<file path="src/design/tthk_pkg.sv">
`default_nettype none
// ----------------------------------------------------------------------------
// tthk_pkg
// Shared types and constants for the text to HID keyboard report encoder.
// ----------------------------------------------------------------------------
package tthk_pkg;

    localparam int REPORT_SLOTS = 6;

    typedef enum logic [2:0] {
        OP_LOAD_ASCII = 3'd0,
        OP_LOAD_EXT   = 3'd1,
        OP_LOAD_UTF8  = 3'd2,
        OP_TYPE_CHAR  = 3'd3,
        OP_PRESS_CHAR = 3'd4,
        OP_PRESS_RAW  = 3'd5,
        OP_PRESS_MOD  = 3'd6,
        OP_RELEASE    = 3'd7
    } op_t;

    typedef enum logic [3:0] {
        ST_IDLE,
        ST_ASCII_RD,
        ST_ASCII_WT,
        ST_EXT_SCAN,
        ST_UTF8_SCAN,
        ST_PRESS,
        ST_OUT1,
        ST_WAIT1,
        ST_OUT2,
        ST_WAIT2
    } state_t;

    typedef struct packed {
        logic       capture;
        logic       ascii_rd;
        logic       scan_clr;
        logic       ext_step;
        logic       utf8_step;
        logic       set_found;
        logic       do_press;
        logic       load_out;
        logic       rel_out;
        logic       clear_held;
    } cmd_t;

    typedef struct packed {
        logic [2:0] op;
        logic       ascii_hit;
        logic       ext_done;
        logic       ext_hit;
        logic       utf8_done;
        logic       utf8_hit;
        logic       found;
        logic       slot_free;
    } sts_t;

endpackage
`default_nettype wire

</file>
<file path="src/design/tthk_ctrl.sv">
`default_nettype none
// ----------------------------------------------------------------------------
// tthk_ctrl
// Controller sequencing lookup, press and report delivery.
// ----------------------------------------------------------------------------
module tthk_ctrl (
    input  wire logic           aclk,
    input  wire logic           aresetn,
    input  wire logic           s_tvalid,
    output logic                s_tready,
    input  wire logic [2:0]     s_op,
    output logic                m_tvalid,
    input  wire logic           m_tready,
    input  wire tthk_pkg::sts_t sts,
    output tthk_pkg::cmd_t      cmd
);
    tthk_pkg::state_t state_reg, state_next;

    always_ff @(posedge aclk) begin
        if (!aresetn) state_reg <= tthk_pkg::ST_IDLE;
        else          state_reg <= state_next;
    end

    logic press_op;
    assign press_op = sts.op == tthk_pkg::OP_PRESS_CHAR || sts.op == tthk_pkg::OP_TYPE_CHAR;

    always_comb begin
        state_next = state_reg;
        cmd        = '0;
        s_tready   = 1'b0;
        m_tvalid   = 1'b0;
        unique case (state_reg)
            tthk_pkg::ST_IDLE: begin
                s_tready     = 1'b1;
                cmd.capture  = s_tvalid;
                cmd.scan_clr = 1'b1;
                if (s_tvalid) begin
                    if (s_op == tthk_pkg::OP_TYPE_CHAR || s_op == tthk_pkg::OP_PRESS_CHAR)
                        state_next = tthk_pkg::ST_ASCII_RD;
                    else if (s_op == tthk_pkg::OP_PRESS_RAW || s_op == tthk_pkg::OP_PRESS_MOD ||
                             s_op == tthk_pkg::OP_RELEASE)
                        state_next = tthk_pkg::ST_PRESS;
                end
            end
            tthk_pkg::ST_ASCII_RD: state_next = tthk_pkg::ST_ASCII_WT;
            tthk_pkg::ST_ASCII_WT: begin
                if (sts.ascii_hit) begin
                    cmd.ascii_rd  = 1'b1;
                    cmd.set_found = 1'b1;
                    state_next    = tthk_pkg::ST_PRESS;
                end else state_next = tthk_pkg::ST_EXT_SCAN;
            end
            tthk_pkg::ST_EXT_SCAN: begin
                cmd.ext_step = 1'b1;
                if (sts.ext_hit) begin
                    cmd.set_found = 1'b1;
                    state_next    = tthk_pkg::ST_PRESS;
                end else if (sts.ext_done) begin
                    cmd.ext_step = 1'b0;
                    cmd.scan_clr = 1'b1;
                    state_next   = tthk_pkg::ST_UTF8_SCAN;
                end
            end
            tthk_pkg::ST_UTF8_SCAN: begin
                cmd.utf8_step = 1'b1;
                if (sts.utf8_hit) begin
                    cmd.set_found = 1'b1;
                    state_next    = tthk_pkg::ST_PRESS;
                end else if (sts.utf8_done) state_next = tthk_pkg::ST_PRESS;
            end
            tthk_pkg::ST_PRESS: begin
                if (sts.op == tthk_pkg::OP_RELEASE) begin
                    cmd.clear_held = 1'b1;
                    cmd.rel_out    = 1'b1;
                    state_next     = tthk_pkg::ST_WAIT2;
                end else if (sts.op == tthk_pkg::OP_PRESS_MOD) begin
                    cmd.do_press = 1'b1;
                    state_next   = tthk_pkg::ST_OUT1;
                end else if ((press_op && !sts.found) || !sts.slot_free) begin
                    if (sts.op == tthk_pkg::OP_TYPE_CHAR) begin
                        cmd.clear_held = 1'b1;
                        cmd.rel_out    = 1'b1;
                        state_next     = tthk_pkg::ST_WAIT2;
                    end else state_next = tthk_pkg::ST_IDLE;
                end else begin
                    cmd.do_press = 1'b1;
                    state_next   = tthk_pkg::ST_OUT1;
                end
            end
            tthk_pkg::ST_OUT1: begin
                cmd.load_out = 1'b1;
                state_next   = tthk_pkg::ST_WAIT1;
            end
            tthk_pkg::ST_WAIT1: begin
                m_tvalid = 1'b1;
                if (m_tready) begin
                    if (sts.op == tthk_pkg::OP_TYPE_CHAR) state_next = tthk_pkg::ST_OUT2;
                    else state_next = tthk_pkg::ST_IDLE;
                end
            end
            tthk_pkg::ST_OUT2: begin
                cmd.clear_held = 1'b1;
                cmd.rel_out    = 1'b1;
                state_next     = tthk_pkg::ST_WAIT2;
            end
            tthk_pkg::ST_WAIT2: begin
                m_tvalid = 1'b1;
                if (m_tready) state_next = tthk_pkg::ST_IDLE;
            end
            default: state_next = tthk_pkg::ST_IDLE;
        endcase
    end
endmodule
`default_nettype wire

</file>
<file path="config.mk">
export PLATFORM = sky130hd
export DESIGN_NAME = tthk_ctrl
export DESIGN_NICKNAME = d
export VERILOG_FILES = /design/src/design/tthk_pkg.sv /design/src/design/tthk_ctrl.sv
export SDC_FILE = /design/constraint.sdc
export NUM_CORES = 1
export LEC_CHECK = 0
export BUFFER_PORTS_ARGS = -buffer_cell sky130_fd_sc_hd__buf_2
export CAP_MARGIN = 20
export CELL_PAD_IN_SITES_DETAIL_PLACEMENT = 0
export CELL_PAD_IN_SITES_GLOBAL_PLACEMENT = 1
export CORE_MARGIN = 2
export CORE_UTILIZATION = 34
export CTS_BUF_LIST = sky130_fd_sc_hd__clkbuf_2 sky130_fd_sc_hd__clkbuf_4 sky130_fd_sc_hd__clkbuf_8
export DETAILED_ROUTE_END_ITERATION = 6
export GPL_TIMING_DRIVEN = 0
export PLACE_DENSITY_LB_ADDON = 0.1
export SYNTH_ARGS = -nofsm -noshare
export SYNTH_HDL_FRONTEND = slang
export SYNTH_SLANG_ARGS = --single-unit
</file>
<file path="constraint.sdc">
create_clock -name aclk -period 4.3 [get_ports aclk]
set_input_delay 0.215 -clock aclk [delete_from_list [all_inputs] [get_ports aclk]]
set_output_delay 0.215 -clock aclk [all_outputs]
set_load 0.01 [all_outputs]
</file>
=== After elaboration in Yosys (flattened, before gate mapping) ===
Cells that the tools add are included.

* Word-level logic and storage cells: 75
* Bits in writable memories: 0
* Register bits after elaboration: 4
* Output and inout port bits: 12
* ROM bits: 0
* Memories kept: 0
* Latch bits: 0
* Input bits: 17

* $add $sub $neg: 0
* Bitwise gates (word level): 0
* Shift-type cells: 0
* $mul: 0
* Div/mod/pow operators: 0
* Muxes and demuxes: 39
* Reductions and logical operators: 11
* Eq/ne operators: 24
* Order comparisons: 0

{| class="wikitable"
|+ Operators with widths
! cell !! count
|-
| $mux 4 || 14
|-
| $pmux 4 s10 || 1
|-
| $eq 3x3->1 const B || 7
|-
| $eq 4x3->1 const B || 4
|-
| $mux 1 || 14
|-
| $mux 2 || 6
|-
| $ne 3x3->1 const B || 3
|-
| $eq 4x2->1 const B || 2
|-
| $eq 4x4->1 const B || 2
|-
| $eq 3x2->1 const B || 2
|-
| $ne 2x2->1 const B || 3
|-
| $reduce_and 6->1 || 1
|-
| $logic_or 1x1->1 || 5
|-
| $eq 4x1->1 const B || 1
|-
| $logic_not 4->1 || 1
|-
| $pmux 2 s2 || 1
|-
| $mux 3 || 1
|-
| $pmux 1 s3 || 1
|-
| $logic_not 1->1 || 2
|-
| $pmux 1 s2 || 1
|-
| $reduce_or 2->1 || 1
|-
| $logic_and 1x1->1 || 1
|}

=== Depth between registers and ports, before layout ===
* Depth after elaboration: 8
* Gate-level depth with buffers: 6
* Gate-level depth less buffers: 5

=== Least setup slack after synthesis ===
No wires, ideal clock.

* Path type: register -> output
* Start point: register state_reg[3]
* End point: output port cmd[1] (netlist name)
* Arrival time: 1,410 ps
* Stages on the path, launching flop included: 6
* Buffers on the path: 2
* Setup slack: 2,675 ps
* Path through: dfxtp_1 > buf_2 > nand2b_1 > o32a_1 > nor2_1 > buf_4

{| class="wikitable"
|+ RTL lines
! element !! line !! source
|-
| from (decl) || tthk_ctrl.sv:17 || <nowiki>tthk_pkg::state_t state_reg, state_next;</nowiki>
|-
| from (signal assigned) || tthk_ctrl.sv:20 || <nowiki>if (!aresetn) state_reg <= tthk_pkg::ST_IDLE;</nowiki>
|-
| from (signal assigned) || tthk_ctrl.sv:21 || <nowiki>else state_reg <= state_next;</nowiki>
|-
| to (decl) || tthk_ctrl.sv:15 || <nowiki>output tthk_pkg::cmd_t cmd</nowiki>
|}

==> run summary <==
The cell count after synthesis was 80; the net count of the finished layout was 130. The count of final max-slew check failures came out at 0. For this design the ratio of total power to cell area is 532 nW/um2. For this run, the register share of the synthesized area comes to 13.6%. Across the routed clock network, the largest skew measured is 0.000125 ns. The die is 45.7 um wide. Total clock buffers created by CTS: 3. Subtracting the final worst setup slack from the clock period gives 1.95 ns. Dividing the detail-routed wire length by the instance count gives 11.7 um.

The detailed router finished its first iteration with 13 violations. Setup repair after global routing left no endpoint under its margin. Counting the fill cells in the layout gives 179.

Clock latency on the worst-skew pair: 0.23 ns. The worst setup path is of the reg2out kind. The worst pin sits at a relative slew slack of 72.7%. The logs give 2.63 ns for the register-to-register setup slack and 0 for the antenna diode count.

In the layout the commonest cells are buf_2, nor2_1, a21oi_1. The logs give 0 for the initial antenna violation count and 0 for the post-CTS setup repair buffer count. The cell area that synthesis handed to floorplanning was 591 um2. The vias per cell was 5.30. The vertical die dimension is 45.7 um, and the slew at the pin closest to its max-slew limit is 0.409 ns. The register with the most flip-flops in the layout has 4 of them.

In the final layout, the share of cells above drive strength 1 is 39.6%. Buffer depth of the longest clock path: 2. The congestion estimate from routability-driven global placement came to 0.759. After routing, the total negative slack on setup checks comes to 0 ns. For the post-layout instance count excluding filler cells, the log shows 128. The first detailed-routing pass took 4 iterations.

In this run, placement finished with an instance count of 125. Buffers inserted to repair hold after CTS numbered 0. In the routed design, unresolved DRC markers number 0. The run gives 97 as the number of nets in the synthesized netlist.

The number of setup violations in the final report is 0. The endpoint arrival time on the critical path is 1.73 ns, and the total length of routed wires is 1.50 mm. In this run the remaining antenna-violating nets after routing total 0. The min-delay analysis places its worst path in the category in2reg. Timing would allow up to 514 MHz.

The area of the die came out at 2090 um2. Across the run, the number of max-cap violations was 0. The final core area utilization was 46.4%. Synthesis inferred 4 register bits. Library cell used as clock root buffer: clkbuf_4. In this run the count of I/O pins placed on the die edge is 29.

The number of distinct library cell variants in the gate-level netlist after synthesis is 42, and the starting density of the core is 35.4%. The worst setup path is captured at an output pin. The number of global-route vias before repair is 607. A synthesized cell averages 7.38 um2.

After layout, the worst path uses 45.3% of the clock period. In this run the worst path has a maximum fanout of 10. The first global-routing pass estimated 2.47 mm of wire.

The clock drives 4 sinks. Final worst hold slack: 0.264 ns. Total number of H-tree levels: 1. For the HPWL after detailed placement, the log shows 1.22 mm.

The most common library cell in the layout ignoring fill and taps was buf_2. The required time of the critical path is 4.09 ns. Across the VDD grid, the largest voltage drop is 0.000226 V. The floorplan has 15 rows. The post-synthesis to final-layout area growth was 31.1%. The synthesis warning total is 0. The clock-pin transition on the worst setup and hold timing paths works out to 0.04 ns.

TritonCTS built the clock tree. The tools report the startpoint class of the critical path as a register. The run gives 0 as the hold violation total from the final report. In this run, post-CTS repair resized a total of 0 instances.

For this run the aggregate overflow at the end of global routing stands at 0. The aggregate global-route resource usage came out at 16.2%. Entering global routing, the biggest net connects 11 pins. Placeable core area: 1670 um2.

The run finished with clean final reports. The tools report the via count as 679. The analysis attributes to cell leakage a power of 0.372 nW. In this run the tool buffered the top-level ports with 28 buffer cells.
[power breakdown]
group | switching, W | internal (W) | total, W
registers | 0.0000138 | 0.0000511 | 0.0000648
clock network | 0.0000139 | 0.0000311 | 0.0000450
logic | 0.000164 | 0.000137 | 0.000302
[synth_stat cells (all sizes together)]
library cell / number / area share [%]
a2bb2oi: 1 / 1.5
nand2b: 4 / 4.2
or3b: 1 / 1.5
a21boi: 1 / 1.3
and3: 2 / 2.1
inv: 1 / 0.63
nor2: 13 / 8.3
o21bai: 2 / 2.5
a22oi: 1 / 1.3
o22ai: 1 / 2.1
a21oi: 6 / 5.7
nor3: 1 / 0.85
and3b: 2 / 3.0
clkbuf: 1 / 0.63
a211oi: 1 / 1.3
a31oi: 1 / 1.1
o32a: 1 / 1.7
a21o: 1 / 1.3
nand4bb: 2 / 3.8
nand3: 2 / 1.7
o21a: 2 / 2.5
o21ai: 3 / 2.5
and2: 1 / 1.1
nand2: 5 / 3.6
nand4b: 1 / 1.5
a2111oi: 1 / 4.7
mux2: 1 / 1.9
o32ai: 2 / 4.2
nor2b: 2 / 2.1
nand3b: 2 / 2.5
buf: 5 / 5.7
dfxtp: 4 / 14
mux2i: 1 / 1.7
and4b: 1 / 1.7
or2: 4 / 4.2
[critical path: stages (launching register included)]
cell	delay [ns]
dfxtp_1	0.30
buf_2	0.17
nand2b_1	0.25
o32a_1	0.38
nor2_1	0.16
buf_4	0.13
buf_2	0.11
[layout make-up]
cell class / count / area (um2) / share of cell area, %
Buffer: 6 / 37.5 / 4.85
Clock buffer: 3 / 22.5 / 2.91
Inverter: 1 / 3.75 / 0.485
Multi-Input combinational cell: 69 / 469 / 60.6
Sequential cell: 4 / 80.1 / 10.3
Tap cell: 17 / 21.3 / 2.75
Timing Repair Buffer: 28 / 140 / 18.1
[logic make-up (layout without fill, tap and decap cells)]
family          Yosys count  in the layout  synth area share (%)
simple gates             43             43                  42.2
compound gates           24             24                  33.7
buf+inv                   7             38                  6.99
flops                     4              4                  13.6
mux                       2              2                  3.60
[path summary, 6_finish.rpt]
| path | startpoint | to | cells after the start |
|---|---|---|---|
| worst max-delay path | state_reg[3] | cmd[1] | 6 |
| worst min-delay path | aresetn | state_reg[0] | 3 |
| worst max register to register | state_reg[1] | state_reg[3] | 5 |
| worst min register to register | state_reg[3] | state_reg[3] | 4 |
[metrics by stage]
stage / setup WS (ns) / instance area [um2] / total power (W)
global route: 2.22 / 774 / 0.000452
CTS: 2.32 / 774 / 0.000417
floorplan: 2.68 / 591 / 0.000284
finish: 2.35 / 774 / 0.000412
global placement: 2.59 / 752 / 0.000371
detailed placement: 2.58 / 752 / 0.000368
[per-layer routing]
layer  GRT usage [%]  wire (um)  vias to the layer above
met3            2.38         86                        0
li1                -          -                      356
met4            7.06          0                        0
met2            26.5        666                       20
met1            20.9        742                      303
met5               0          0                        -
(Power assumes the default switching activity.)
